==> src/sv/tos_pkg.sv <==
// ----------------------------------------------------------------------------
// tos_pkg
// Shared types and codes of the timer ordered set.
// ----------------------------------------------------------------------------
package tos_pkg;

  localparam int DL_W   = 48;
  localparam int OW_W   = 16;
  localparam int KIND_W = 2;
  localparam int STS_W  = 3;

  localparam logic [KIND_W-1:0] KIND_INSERT = 2'd0;
  localparam logic [KIND_W-1:0] KIND_DELETE = 2'd1;
  localparam logic [KIND_W-1:0] KIND_QUERY  = 2'd2;

  localparam logic [STS_W-1:0] STS_OK       = 3'd0;
  localparam logic [STS_W-1:0] STS_DUP      = 3'd1;
  localparam logic [STS_W-1:0] STS_FULL     = 3'd2;
  localparam logic [STS_W-1:0] STS_NOTFOUND = 3'd3;
  localparam logic [STS_W-1:0] STS_EMPTY    = 3'd4;

  // one timer entry as held in a cell
  typedef struct packed {
    logic            used;
    logic [DL_W-1:0] deadline;
    logic [OW_W-1:0] owner;
  } entry_t;

  // per-cycle command broadcast to every cell
  typedef struct packed {
    logic capture;  // latch compare flags against the incoming word
    logic ins;      // shift right where the new entry goes in
    logic del;      // shift left over the removed entry
  } cell_ctl_t;

  typedef enum logic {
    FSM_IDLE,
    FSM_EVAL
  } fsm_t;

endpackage

==> src/sv/tos_cell.sv <==
// ----------------------------------------------------------------------------
// tos_cell
// One slot of the sorted chain: holds an entry, its compare flags, and
// loads from its left neighbor, its right neighbor or the new entry when the chain shifts.
// ----------------------------------------------------------------------------
module tos_cell import tos_pkg::*; (
  input  logic            clk,
  input  logic            rst,
  input  cell_ctl_t       ctl,
  input  logic [DL_W-1:0] cap_key,
  input  logic [OW_W-1:0] cap_who,
  input  entry_t          new_ent,
  input  entry_t          lft_ent,
  input  logic            lft_gt,
  input  entry_t          rgt_ent,
  input  logic            seen,     // owner match at or before this cell
  output entry_t          ent,
  output logic            gt,       // empty, or deadline above the key
  output logic            eq,       // holds the key
  output logic            om        // owner matches
);

  entry_t ent_next;

  always_comb begin
    ent_next = ent;
    if (ctl.ins && gt) begin
      ent_next = lft_gt ? lft_ent : new_ent;
    end else if (ctl.del && seen) begin
      ent_next = rgt_ent;
    end
  end

  always_ff @(posedge clk) begin
    if (rst) begin
      ent.used <= 1'b0;
    end else begin
      ent.used <= ent_next.used;
    end
    ent.deadline <= ent_next.deadline;
    ent.owner    <= ent_next.owner;
  end

  always_ff @(posedge clk) begin
    if (ctl.capture) begin
      gt <= !ent.used || (ent.deadline > cap_key);
      eq <= ent.used && (ent.deadline == cap_key);
      om <= ent.used && (ent.owner == cap_who);
    end
  end

endmodule

==> config.mk <==
export PLATFORM = sky130hd
export DESIGN_NAME = tos_cell
export DESIGN_NICKNAME = d
export VERILOG_FILES = /design/src/sv/tos_pkg.sv /design/src/sv/tos_cell.sv
export SDC_FILE = /design/constraint.sdc
export NUM_CORES = 1
export LEC_CHECK = 0
export BUFFER_PORTS_ARGS = -buffer_cell sky130_fd_sc_hd__buf_2
export CAP_MARGIN = 10
export CORE_AREA = 2 2 131 133
export DETAILED_ROUTE_END_ITERATION = 16
export DIE_AREA = 0 0 133 135
export HOLD_SLACK_MARGIN = 0.1
export PLACE_DENSITY = 0.63
export SETUP_SLACK_MARGIN = 0.4
export SYNTH_ARGS = -nofsm -noshare
export SYNTH_HDL_FRONTEND = slang
export SYNTH_SLANG_ARGS = --single-unit
==> constraint.sdc <==
create_clock -name clk -period 2.6 [get_ports clk]
set_input_delay 0 -clock clk [delete_from_list [all_inputs] [get_ports clk]]
set_output_delay 0 -clock clk [all_outputs]
set_load 0.02 [all_outputs]
==> flow_metrics.env <==
export IMPL_vias=5270
export IMPL_grt_setup_unrepaired="true"
export IMPL_synthArstFlopShare=0
export IMPL_synth_xor_area_frac=0.02933
export IMPL_crit_start="ent[30]$_DFFE_PP_"
export IMPL_cts_tree="yes"
export IMPL_wirelength_um=16830
export IMPL_reg2reg_to="gt$_DFFE_PP_"
export IMPL_grt_max_degree=67
export IMPL_dieArea_um2=17960
export IMPL_synth_mux_area_frac=0.1383
export IMPL_first_pass_iters=4
export IMPL_worstSetupPathType="register to register"
export IMPL_die_h_um=135
export IMPL_critPathCapture="gt$_DFFE_PP_"
export IMPL_port_buffer_count=333
export IMPL_r2r_start="ent[30]$_DFFE_PP_"
export IMPL_drc=0
export IMPL_final_setup_worst_slack_ns=0.4403
export IMPL_hold_depth=3
export IMPL_ir_drop_mv=0.3139
export IMPL_yosysTopAreaCellShare=0.4211
export IMPL_p_sw_mw=1.165
export IMPL_worst_pin_slew_ns=0.5580
export IMPL_drt_iter0_markers=204
export IMPL_max_cap_violations=0
export IMPL_grt_pass1_wl_um=25990
export IMPL_pre_cts_slack_ns=0.4410
export IMPL_cp_top_family="compound AO/OA/AOI/OAI gates"
export IMPL_min_path_type="primary input to register"
export IMPL_power_density_nw_per_um2=481.7
export IMPL_wl_met1_um=6498
export IMPL_drive_above_1_share=0.3780
export IMPL_rows=47
export IMPL_ys_warn_count=0
export IMPL_comb_power_share=0.317
export IMPL_hold_viol=0
export IMPL_slowest_delay_ns=0.39
export IMPL_regToRegSetupSlack_ns=0.44
export IMPL_ant_nets=0
export IMPL_worst_path_buf_inv=0
export IMPL_die_w_um=133
export IMPL_clock_power_share=0.327
export IMPL_synth_top_family_by_area="multiplexers"
export IMPL_syn_num_nets=802
export IMPL_antenna_cells=0
export IMPL_synth_most_common_cell="a21oi_1"
export IMPL_tns_ns=0
export IMPL_numCtsBuffers=9
export IMPL_yosys_area_top_type="edfxtp_1"
export IMPL_start_util=0.2912
export IMPL_crit_path_start_kind="register"
export IMPL_globalplace_congestion=0.8187
export IMPL_first_global_vias=5548
export IMPL_fin_worst_skew_ns=0.006066
export IMPL_critical_path_required_ns=2.68
export IMPL_routed_top_layer="met4"
export IMPL_pwr_share_seq=0.356
export IMPL_maxSlewViolCount=0
export IMPL_hpwl_um=12450
export IMPL_ys_top_cells_by_count="a21oi_1 (88), nor2_1 (71), edfxtp_1 (67), mux2i_1 (66), inv_1 (49)"
export IMPL_synthFlopType="edfxtp_1"
export IMPL_path_cells="ha_1 -> a21oi_1 -> nand2_1 -> a221o_1 -> a211o_1 -> a311oi_2 -> nor3_1"
export IMPL_grt_total_usage=0.1827
export IMPL_ys_seq_elements=68
export IMPL_synth_edff_count=67
export IMPL_syn_area_per_cell_um2=9.792
export IMPL_period_share=0.8306
export IMPL_core_um2=16410
export IMPL_critPathMaxFanout=3
export IMPL_clkSinkCount=68
export IMPL_setup_viol=0
export IMPL_crit_cells=7
export IMPL_path_clk_slew_ns=0.06
export IMPL_synthTopCellsByArea="edfxtp_1 (42%), mux2i_1 (14%), ha_1 (13%)"
export IMPL_nets=1256
export IMPL_syn_instance_count=488
export IMPL_slew_limit_headroom=0.6245
export IMPL_max_freq_mhz=463.0
export IMPL_wl_per_cell_um=14.42
export IMPL_wl_met2_um=9016
export IMPL_h_tree_depth=3
export IMPL_switching_share=0.2918
export IMPL_crit_arrival_ns=2.24
export IMPL_ys_types=33
export IMPL_power_leakage_nw=4.092
export IMPL_ys_seq_area_frac=0.4252
export IMPL_grt_remaining_overflow=0
export IMPL_reg2regPathDepth=7
export IMPL_period_needed_ns=2.160
export IMPL_fillers=1475
export IMPL_clk_latency_ns=0.33
export IMPL_clockBufferDepth=2
export IMPL_met3RoutedLength_um=995
export IMPL_antenna_found_initial=0
export IMPL_critPathCaptureType="register"
export IMPL_synth_fa_ha_area_frac=0.1257
export IMPL_synth_simple_area_share=0.1047
export IMPL_synth_area_um2=4778
export IMPL_intPower_mw=2.827
export IMPL_cts_root_buf="clkbuf_16"
export IMPL_status="complete, no violations"
export IMPL_critical_path_slowest_cell="edfxtp_1"
export IMPL_synth_compound_area_frac=0.1186
export IMPL_ios=334
export IMPL_vias_per_cell=4.516
export IMPL_syn_to_final_growth_pct=73.40
## cells by family (layout without fill, tap and decap cells)
| family | after synthesis | after routing |
|---|---|---|
| compound gates | 105 | 105 |
| xor+xnor | 16 | 16 |
| fa+ha+maj | 48 | 48 |
| buf+inv | 71 | 530 |
| flops | 68 | 68 |
| mux | 66 | 66 |
| simple gates | 114 | 114 |
## placed cells by master, fill, tap and decap left out, types with 2 or more instances in the layout
cell type,netlist,layout
buf_2,9,332
dlygate4sd3_1,0,126
a21oi_1,88,88
nor2_1,71,71
edfxtp_1,67,67
mux2i_1,66,66
inv_1,49,49
ha_1,48,48
nand2_1,20,20
xnor2_1,12,12
nand4_1,10,10
clkbuf_16,0,9
o21ai_0,5,5
xor2_1,4,4
buf_4,0,4
nor4_1,3,3
nand3_1,3,3
nor4_4,1,2
o21ai_1,2,2
nor3_1,2,2
bufinv_16,0,2
clkbuf_1,8,2
buf_12,0,2
## layout make-up
cell class | count | area, um2 | share of cell area
inverter | 49 | 183.9 | 0.02220
multi-input combinational | 349 | 2481 | 0.2995
timing repair buffer | 465 | 3004 | 0.3626
sequential | 68 | 2032 | 0.2452
tap | 220 | 275.3 | 0.03322
clock inverter | 5 | 76.32 | 0.009212
clock buffer | 11 | 232.7 | 0.02809
## stage by stage
step / util / cell area, um2 / power (mW) / hold WS, ns / instances
2_1_floorplan: - / 4780 / 2.033 / 0.07238 / 488
3_3_place_gp: 0.4085 / 6703 / 2.468 / 0.1953 / 1025
3_5_place_dp: 0.4085 / 6703 / 2.486 / 0.1890 / 1025
4_1_cts: 0.5036 / 8263 / 4.019 / 0.1062 / 1166
5_1_grt: 0.5050 / 8285 / 4.213 / 0.1188 / 1167
6_report: 0.5050 / 8285 / 3.991 / 0.1110 / 1167
## worst min-delay path, stage by stage
cell and delay [ns]:
buf_2 0.07, mux2i_1 0.05, a21oi_1 0.18
## state kept, by name, indices dropped and copies added (netlist names)
register and cells:
ent 65, om 1, gt 1, eq 1
## metal layers
metal | up-vias | GRT usage
met5 | - | 0
met4 | 0 | 0.07109
met3 | 24 | 0.03829
met2 | 192 | 0.3469
met1 | 2401 | 0.1985
li1 | 2653 | -
## worst min-delay path by stage
| stage | start | endpoint | slack [ns] |
|---|---|---|---|
| finish | new_ent[36] | ent[36]$_DFFE_PP_ | 0.11 |
| global route | lft_ent[23] | ent[23]$_DFFE_PP_ | 0.12 |
| CTS | new_ent[36] | ent[36]$_DFFE_PP_ | 0.11 |
| detailed placement | rst | ent[64]$_SDFFE_PP0P_ | 0.19 |
| global placement | rst | ent[64]$_SDFFE_PP0P_ | 0.20 |
| floorplan | rst | ent[64]$_SDFFE_PP0P_ | 0.07 |
## repair_timing
action | 4_1_cts | 5_1_grt
resized for setup | 0 | 2
setup buffers | 0 | 0
endpoints found under the setup margin | 0 | 13
endpoints found under the hold margin | 69 | 1
hold buffers | 125 | 1
## power by group through the flow
stage          Combinational, mW  Sequential, mW  Clock (mW)
3_3_place_gp                1.03            1.44           0
2_1_floorplan              0.455            1.58           0
6_report                    1.26            1.42        1.31
3_5_place_dp                1.04            1.45           0
4_1_cts                     1.26            1.42        1.34
5_1_grt                     1.39            1.44        1.38
Note: power is estimated with default switching activity, not from simulation.
