$ cat config.mk
export PLATFORM = sky130hd
export DESIGN_NAME = tos_prefix_or
export DESIGN_NICKNAME = d
export VERILOG_FILES = /design/src/sv/tos_prefix_or.sv
export SDC_FILE = /design/constraint.sdc
export NUM_CORES = 1
export LEC_CHECK = 0
export BUFFER_PORTS_ARGS = -buffer_cell sky130_fd_sc_hd__buf_2
export CORE_MARGIN = 2
export CORE_UTILIZATION = 28
export DETAILED_ROUTE_END_ITERATION = 8
export PLACE_DENSITY_LB_ADDON = 0.08
export SYNTH_ARGS = -nofsm -noshare
export SYNTH_HDL_FRONTEND = slang
export SYNTH_SLANG_ARGS = --single-unit
$ cat constraint.sdc
create_clock -name vclk -period 2
set_clock_uncertainty 0.05 [all_clocks]
set_input_delay 0.1 -clock vclk [all_inputs]
set_output_delay 0.1 -clock vclk [all_outputs]
set_load 0.02 [all_outputs]
$ cat src/sv/tos_prefix_or.sv
// ----------------------------------------------------------------------------
// tos_prefix_or
// Inclusive prefix OR along the chain, log-depth parallel prefix.
// ----------------------------------------------------------------------------
module tos_prefix_or #(
  parameter int N = 64
) (
  input  logic [N-1:0] d,
  output logic [N-1:0] q
);

  localparam int LV = (N > 1) ? $clog2(N) : 1;

  logic [N-1:0] lvl [LV+1];

  assign lvl[0] = d;

  for (genvar l = 0; l < LV; l++) begin : g_lvl
    for (genvar i = 0; i < N; i++) begin : g_bit
      if (i >= (1 << l)) begin : g_or
        assign lvl[l+1][i] = lvl[l][i] | lvl[l][i-(1<<l)];
      end else begin : g_pass
        assign lvl[l+1][i] = lvl[l][i];
      end
    end
  end

  assign q = lvl[LV];

endmodule

==> results.ini, run 1 <==
[timing]
post-route-period-util = 1.05
hold_viol = 0
drv_slew = 0
setup-violations-final = 17
worst_pin_slew_ns = 0.523
worst_slack_ns = -0.104
max_freq_ghz = 0.475
period_needed_ns = 2.10
rsz0062_at_grt = yes
slew_headroom = 0.648

[outcome]
status = finished with violations
violations = setup timing

[layout]
clkbuf_count = 0
area_growth_pct = 137
final_cell_mix = buf_2, nor2_1, buf_6, buf_4, nand2_1
design_area_um2 = 1650
seq_cell_count = 0
regArea_um2 = 0
final_core_util = 0.686
antennaDiodeCount = 0
fin_nets = 328
final_common_cell = buf_2
drive_gt1_frac = 0.668
filler_cell_count = 245

[routing]
wire_per_inst_um = 10.5
dr.first_iter.drc_count = 13
remaining_drc_errors = 0
via_per_inst = 4.79
wl_um = 3050
vias = 1398
ant_nets = 0
drtPass1Iterations = 4

[global_route]
antenna_found_initial = 0
grt_pass1_wl_um = 3910
gr-usage-all-layers = 0.168
grt_overflow_total = 0
grt_max_degree = 12
first_global_vias = 1015

[synth]
syn_nets = 185
syn_area_per_cell_um2 = 5.77
syn_inst = 121
synthDistinctLibCells = 25
synth_area_um2 = 698
ys_seq_area_frac = 0
yosys_warnings = 0

[placed_design]
gp_congestion = 0.804
placed_area_um2 = 1520
port_buffers = 128
hpwl_um = 2640

[floorplanning]
initial_core_util = 0.290
die_width_um = 53.9
coreArea_um2 = 2410
die_area_um2 = 2910
rows = 18
top_level_ports = 128
die_h_um = 53.9

[setup_path]
critPathBufInv = 2
endpoint_kind = output pin
path_cells = buf_6, or4_4, and4bb_2, nand4_4, or3_4, or2_4, buf_6
critPathRequiredTime_ns = 1.85
critical-path-slowest-cell = or4_4
critPathKind = in2out
cp_max_fo = 4
cpPeakStageDelay_ns = 0.52
crit_path_frequent_cell = buf_6
worstPathArrival_ns = 1.95
crit_path_start_kind = input port
crit_family = simple AND/OR/NAND/NOR gates

[clock_tree]
cts_hold_buf = 0

[hold_path]
hold_path_class = in2out

[power_and_ir_drop]
worst_ir_drop_vdd_v = 0.0000828
p_per_area_nw_per_um2 = 79.9
p_leak_nw = 0.711

[run]
cap_viol_max_count = 0

-- cells in the mapped netlist, drive strengths merged --
master  number  share of area
nor2        17          0.091
nand4        4          0.057
inv          6          0.032
or4          2          0.027
nand3b       6          0.065
nand3       10          0.072
nor2b        1         0.0090
buf          3          0.025
or3          8          0.079
and4bb       2          0.036
or2         10          0.090
nor4        10           0.11
nor4b        2          0.025
nand2       19           0.10
nand2b       6          0.054
nor3        11          0.079
and2         2          0.018
nor3b        2          0.029
-- per-layer routing --
layer | up-vias | routed length [um] | global-route usage
met5 | - | 0 | 0
li1 | 720 | - | -
met1 | 601 | 1130 | 0.195
met3 | 2 | 313 | 0.00833
met4 | 0 | 19 | 0.0256
met2 | 75 | 1590 | 0.337
-- through the flow --
stage | TNS, ns | setup WS (ns) | hold slack [ns] | instances | total power [mW]
after floorplan | -1.12 | -0.138 | 0.263 | 121 | 0.0372
after global placement | -1.11 | -0.0891 | 0.405 | 290 | 0.127
after detailed placement | -1.32 | -0.0972 | 0.409 | 290 | 0.128
after CTS | -0.647 | -0.0825 | 0.452 | 291 | 0.132
after global routing | -1.98 | -0.142 | 0.476 | 292 | 0.146
final | -0.651 | -0.104 | 0.450 | 292 | 0.132
-- path summary, 6_finish.rpt --
check / from / end / slack (ns) / cells after the start
worst max-delay path: d[0] / q[34] / -0.10 / 7
worst min-delay path: d[50] / q[50] / 0.45 / 4
-- timing repair --
item | CTS | global route
setup buffers | 1 | 1
endpoints found under the setup margin | 26 | 31
resized for setup | 15 | 20
pin swaps | 2 | 3
-- cells by family (layout without fill, tap and decap cells) --
kind of cell	Yosys count	in the layout	share of synthesized area
and+or+nand+nor	112	112	0.943
buffers and inverters	9	150	0.0573
-- layout make-up --
| type | instances | area, um^2 | share of cell area |
|---|---|---|---|
| repair buffers | 144 | 858 | 0.519 |
| multi-input cells | 112 | 734 | 0.444 |
| well taps | 30 | 37.5 | 0.0227 |
| inverters | 6 | 22.5 | 0.0136 |
-- power by group --
part / total, mW / switching [mW] / internal, mW
clock: 0 / 0 / 0
combinational: 0.132 / 0.0624 / 0.0696
sequential: 0 / 0 / 0
No activity file was read; power rests on OpenSTA's default activity.
==> run 2, diff against run 1 <==
Clock period 2 ns to 2.4 ns, I/O delays scaled along.
==> results.ini, run 2 (synthesis gave the netlist of run 1 again) <==
[outcome]
status = completed

[routing]
ant_nets = 0
drtPass1Iterations = 3
wire_per_inst_um = 10.0
wl_um = 2810
dr.first_iter.drc_count = 2
remaining_drc_errors = 0
via_per_inst = 4.77
vias = 1335

[layout]
filler_cell_count = 271
fin_nets = 316
drive_gt1_frac = 0.592
antennaDiodeCount = 0
final_common_cell = buf_2
clkbuf_count = 0
regArea_um2 = 0
seq_cell_count = 0
area_growth_pct = 101
final_cell_mix = buf_2, nand2_1, nor2_1, nor3_1, nand3_1

[timing]
period_needed_ns = 2.29
rsz0062_at_grt = no
worst_pin_slew_ns = 0.488
drv_slew = 0
hold_viol = 0
post-route-period-util = 0.952
slew_headroom = 0.672
fin_tns_setup_ns = 0
setup-violations-final = 0
max_freq_ghz = 0.437
finalHoldWorstSlack_ns = 0.452

[placed_design]
port_buffers = 128
hpwl_um = 2590
gp_congestion = 0.810

[power_and_ir_drop]
power_frac_comb = 1.000
p_per_area_nw_per_um2 = 71.2
p_int_mw = 0.0524
sw_frac_of_total = 0.476
clkPwrFrac = 0
p_sw_mw = 0.0475
power_frac_seq = 0
p_leak_nw = 0.560
worst_ir_drop_vdd_v = 0.0000573

[setup_path]
endpoint_kind = output pin
worstPathArrival_ns = 2.12
cp_max_fo = 9
critPathRequiredTime_ns = 2.23
crit_path_start_kind = input port
critPathKind = in2out

[global_route]
first_global_vias = 1004
grt_max_degree = 12
antenna_found_initial = 0
grt_overflow_total = 0
grt_pass1_wl_um = 3840
gr-usage-all-layers = 0.167

[floorplanning]
die_area_um2 = 2910
initial_core_util = 0.290
top_level_ports = 128
die_width_um = 53.9
rows = 18
die_h_um = 53.9
coreArea_um2 = 2410

[hold_path]
hold_path_class = in2out

[run]
cap_viol_max_count = 0

==> run 2: timing repair <==
item | CTS | global route
endpoints found under the setup margin | 0 | 3
setup buffers | 0 | 0
resized for setup | 0 | 3
hold buffers | 0 | 0
==> run 2: layout make-up <==
type	instances	area, um^2	share of cell area
inverter	6	22.5	0.0161
multi-input combinational	112	672	0.479
tap	30	37.5	0.0268
timing repair buffer	132	671	0.478
==> run 2: worst max-delay path, stage by stage <==
cell and delay (ns):
buf_2 0.11, or4_4 0.54, and4bb_4 0.41, nand4_4 0.15, or3_4 0.42, or2_1 0.21
buf_2 0.16
==> run 2: final timing paths <==
check	from	endpoint	slack (ns)	cells after the start
worst max-delay path	d[0]	q[34]	0.11	7
worst min-delay path	d[0]	q[0]	0.45	2
==> run 2: metal layers <==
metal,vias up,part of all wire,track usage,wire [um]
met2,66,0.50,0.329,1410
met5,-,0,0,0
met1,570,0.39,0.195,1100
met4,0,0.0032,0.0299,9
li1,697,-,-,-
met3,2,0.10,0.00833,289
==> run 2: metrics by stage <==
| stage | area, um^2 | worst slack (ns) | cells | total power [mW] | util |
|---|---|---|---|---|---|
| after global placement | 1390 | 0.117 | 280 | 0.0986 | 0.576 |
| final | 1400 | 0.114 | 280 | 0.0998 | 0.582 |
| after floorplan | 698 | 0.150 | 121 | 0.0296 | - |
| after CTS | 1390 | 0.0869 | 280 | 0.100 | 0.576 |
| after global routing | 1400 | 0.0134 | 280 | 0.111 | 0.582 |
| after detailed placement | 1390 | 0.0894 | 280 | 0.100 | 0.576 |
==> run 2: power groups by stage <==
stage	logic [mW]	registers (mW)	clock network, mW
floorplan	0.0296	0	0
global placement	0.0986	0	0
detailed placement	0.100	0	0
CTS	0.100	0	0
global route	0.111	0	0
finish	0.0998	0	0
==> run 3, diff against run 2 <==
Settings changed: PLACE_DENSITY set to 0.85, PLACE_DENSITY_LB_ADDON 0.08 to unset.
==> results.ini, run 3 (synthesis gave the netlist of run 1 again) <==
[routing]
ant_nets = 0
vias = 1355
drtPass1Iterations = 4
dr.first_iter.drc_count = 20
via_per_inst = 4.87
wire_per_inst_um = 10.9
remaining_drc_errors = 0
wl_um = 3020

[setup_path]
critPathKind = in2out
path_depth = 7
critPathBufInv = 2
critical-path-slowest-cell = or4_4
crit_start = d[0]
crit_family = simple AND/OR/NAND/NOR gates
endpoint_kind = output pin
worstPathArrival_ns = 2.13
cp_max_fo = 9
cpPeakStageDelay_ns = 0.54
crit_path_start_kind = input port
critPathRequiredTime_ns = 2.23
path_cells = buf_2, or4_4, and4bb_4, nand4_4, or3_4, or2_1, buf_2
crit_path_frequent_cell = buf_2

[power_and_ir_drop]
p_leak_nw = 0.530
worst_ir_drop_vdd_v = 0.0000536
p_per_area_nw_per_um2 = 72.9
power_mw = 0.100

[global_route]
grt_overflow_total = 0
grt_pass1_wl_um = 4150
gr-usage-all-layers = 0.183
first_global_vias = 1094
antenna_found_initial = 0
grt_max_degree = 12

[clock_tree]
cts_hold_buf = 0
cts_resized = 0
post_cts_buffers = 0

[placed_design]
dp_worst_setup_slack_ns = 0.0791
dp.cells = 278
port_buffers = 128
placed_area_um2 = 1370
gp_congestion = 0.741
hpwl_um = 2770

[timing]
post-route-period-util = 0.956
worst_slack_ns = 0.105
fin_tns_setup_ns = 0
hold_viol = 0
setup-violations-final = 0
drv_slew = 0
finalHoldWorstSlack_ns = 0.448
slew_headroom = 0.616
max_freq_ghz = 0.436
rsz0062_at_grt = no
worst_pin_slew_ns = 0.571
period_needed_ns = 2.30

[layout]
final_cell_mix = buf_2, nand2_1, nor2_1, nor3_1, nand3_1
seq_cell_count = 0
regArea_um2 = 0
design_area_um2 = 1380
clkbuf_count = 0
multi_input_comb_area_um2 = 662
final_core_util = 0.572
final_common_cell = buf_2
drive_gt1_frac = 0.589
antennaDiodeCount = 0
fin_nets = 314
fin_cells = 278
area_growth_pct = 97.3
filler_cell_count = 250

[hold_path]
hold_path_end = q[0]
hold_path_startpoint = d[0]
hold_path_class = in2out
whs_path_depth = 2

[floorplanning]
rows = 18
coreArea_um2 = 2410
die_area_um2 = 2910
top_level_ports = 128
die_width_um = 53.9
initial_core_util = 0.290
die_h_um = 53.9

[run]
cap_viol_max_count = 0

[outcome]
status = completed

## run 3: final cells by class
cell class | count | share of cell area
repair buffers | 130 | 0.476
multi-input cells | 112 | 0.480
well taps | 30 | 0.0272
inverters | 6 | 0.0163
## run 3: worst max-delay path by stage
stage,endpoint,slack [ns]
2_1_floorplan,q[41],0.15
3_3_place_gp,q[34],0.14
4_1_cts,q[34],0.08
6_report,q[34],0.10
5_1_grt,q[34],0.02
3_5_place_dp,q[34],0.08
## run 3: power by group
part / switching (mW) / internal, mW / leakage [nW] / total (mW)
Clock: 0 / 0 / 0 / 0
Sequential: 0 / 0 / 0 / 0
Combinational: 0.0481 / 0.0523 / 0.530 / 0.100
## run 3: metal layers
layer / vias to the layer above / track usage / part of all wire
met5: - / 0 / 0
met4: 0 / 0 / 0
met3: 0 / 0.0222 / 0.13
met2: 76 / 0.407 / 0.54
met1: 585 / 0.182 / 0.34
li1: 694 / - / -
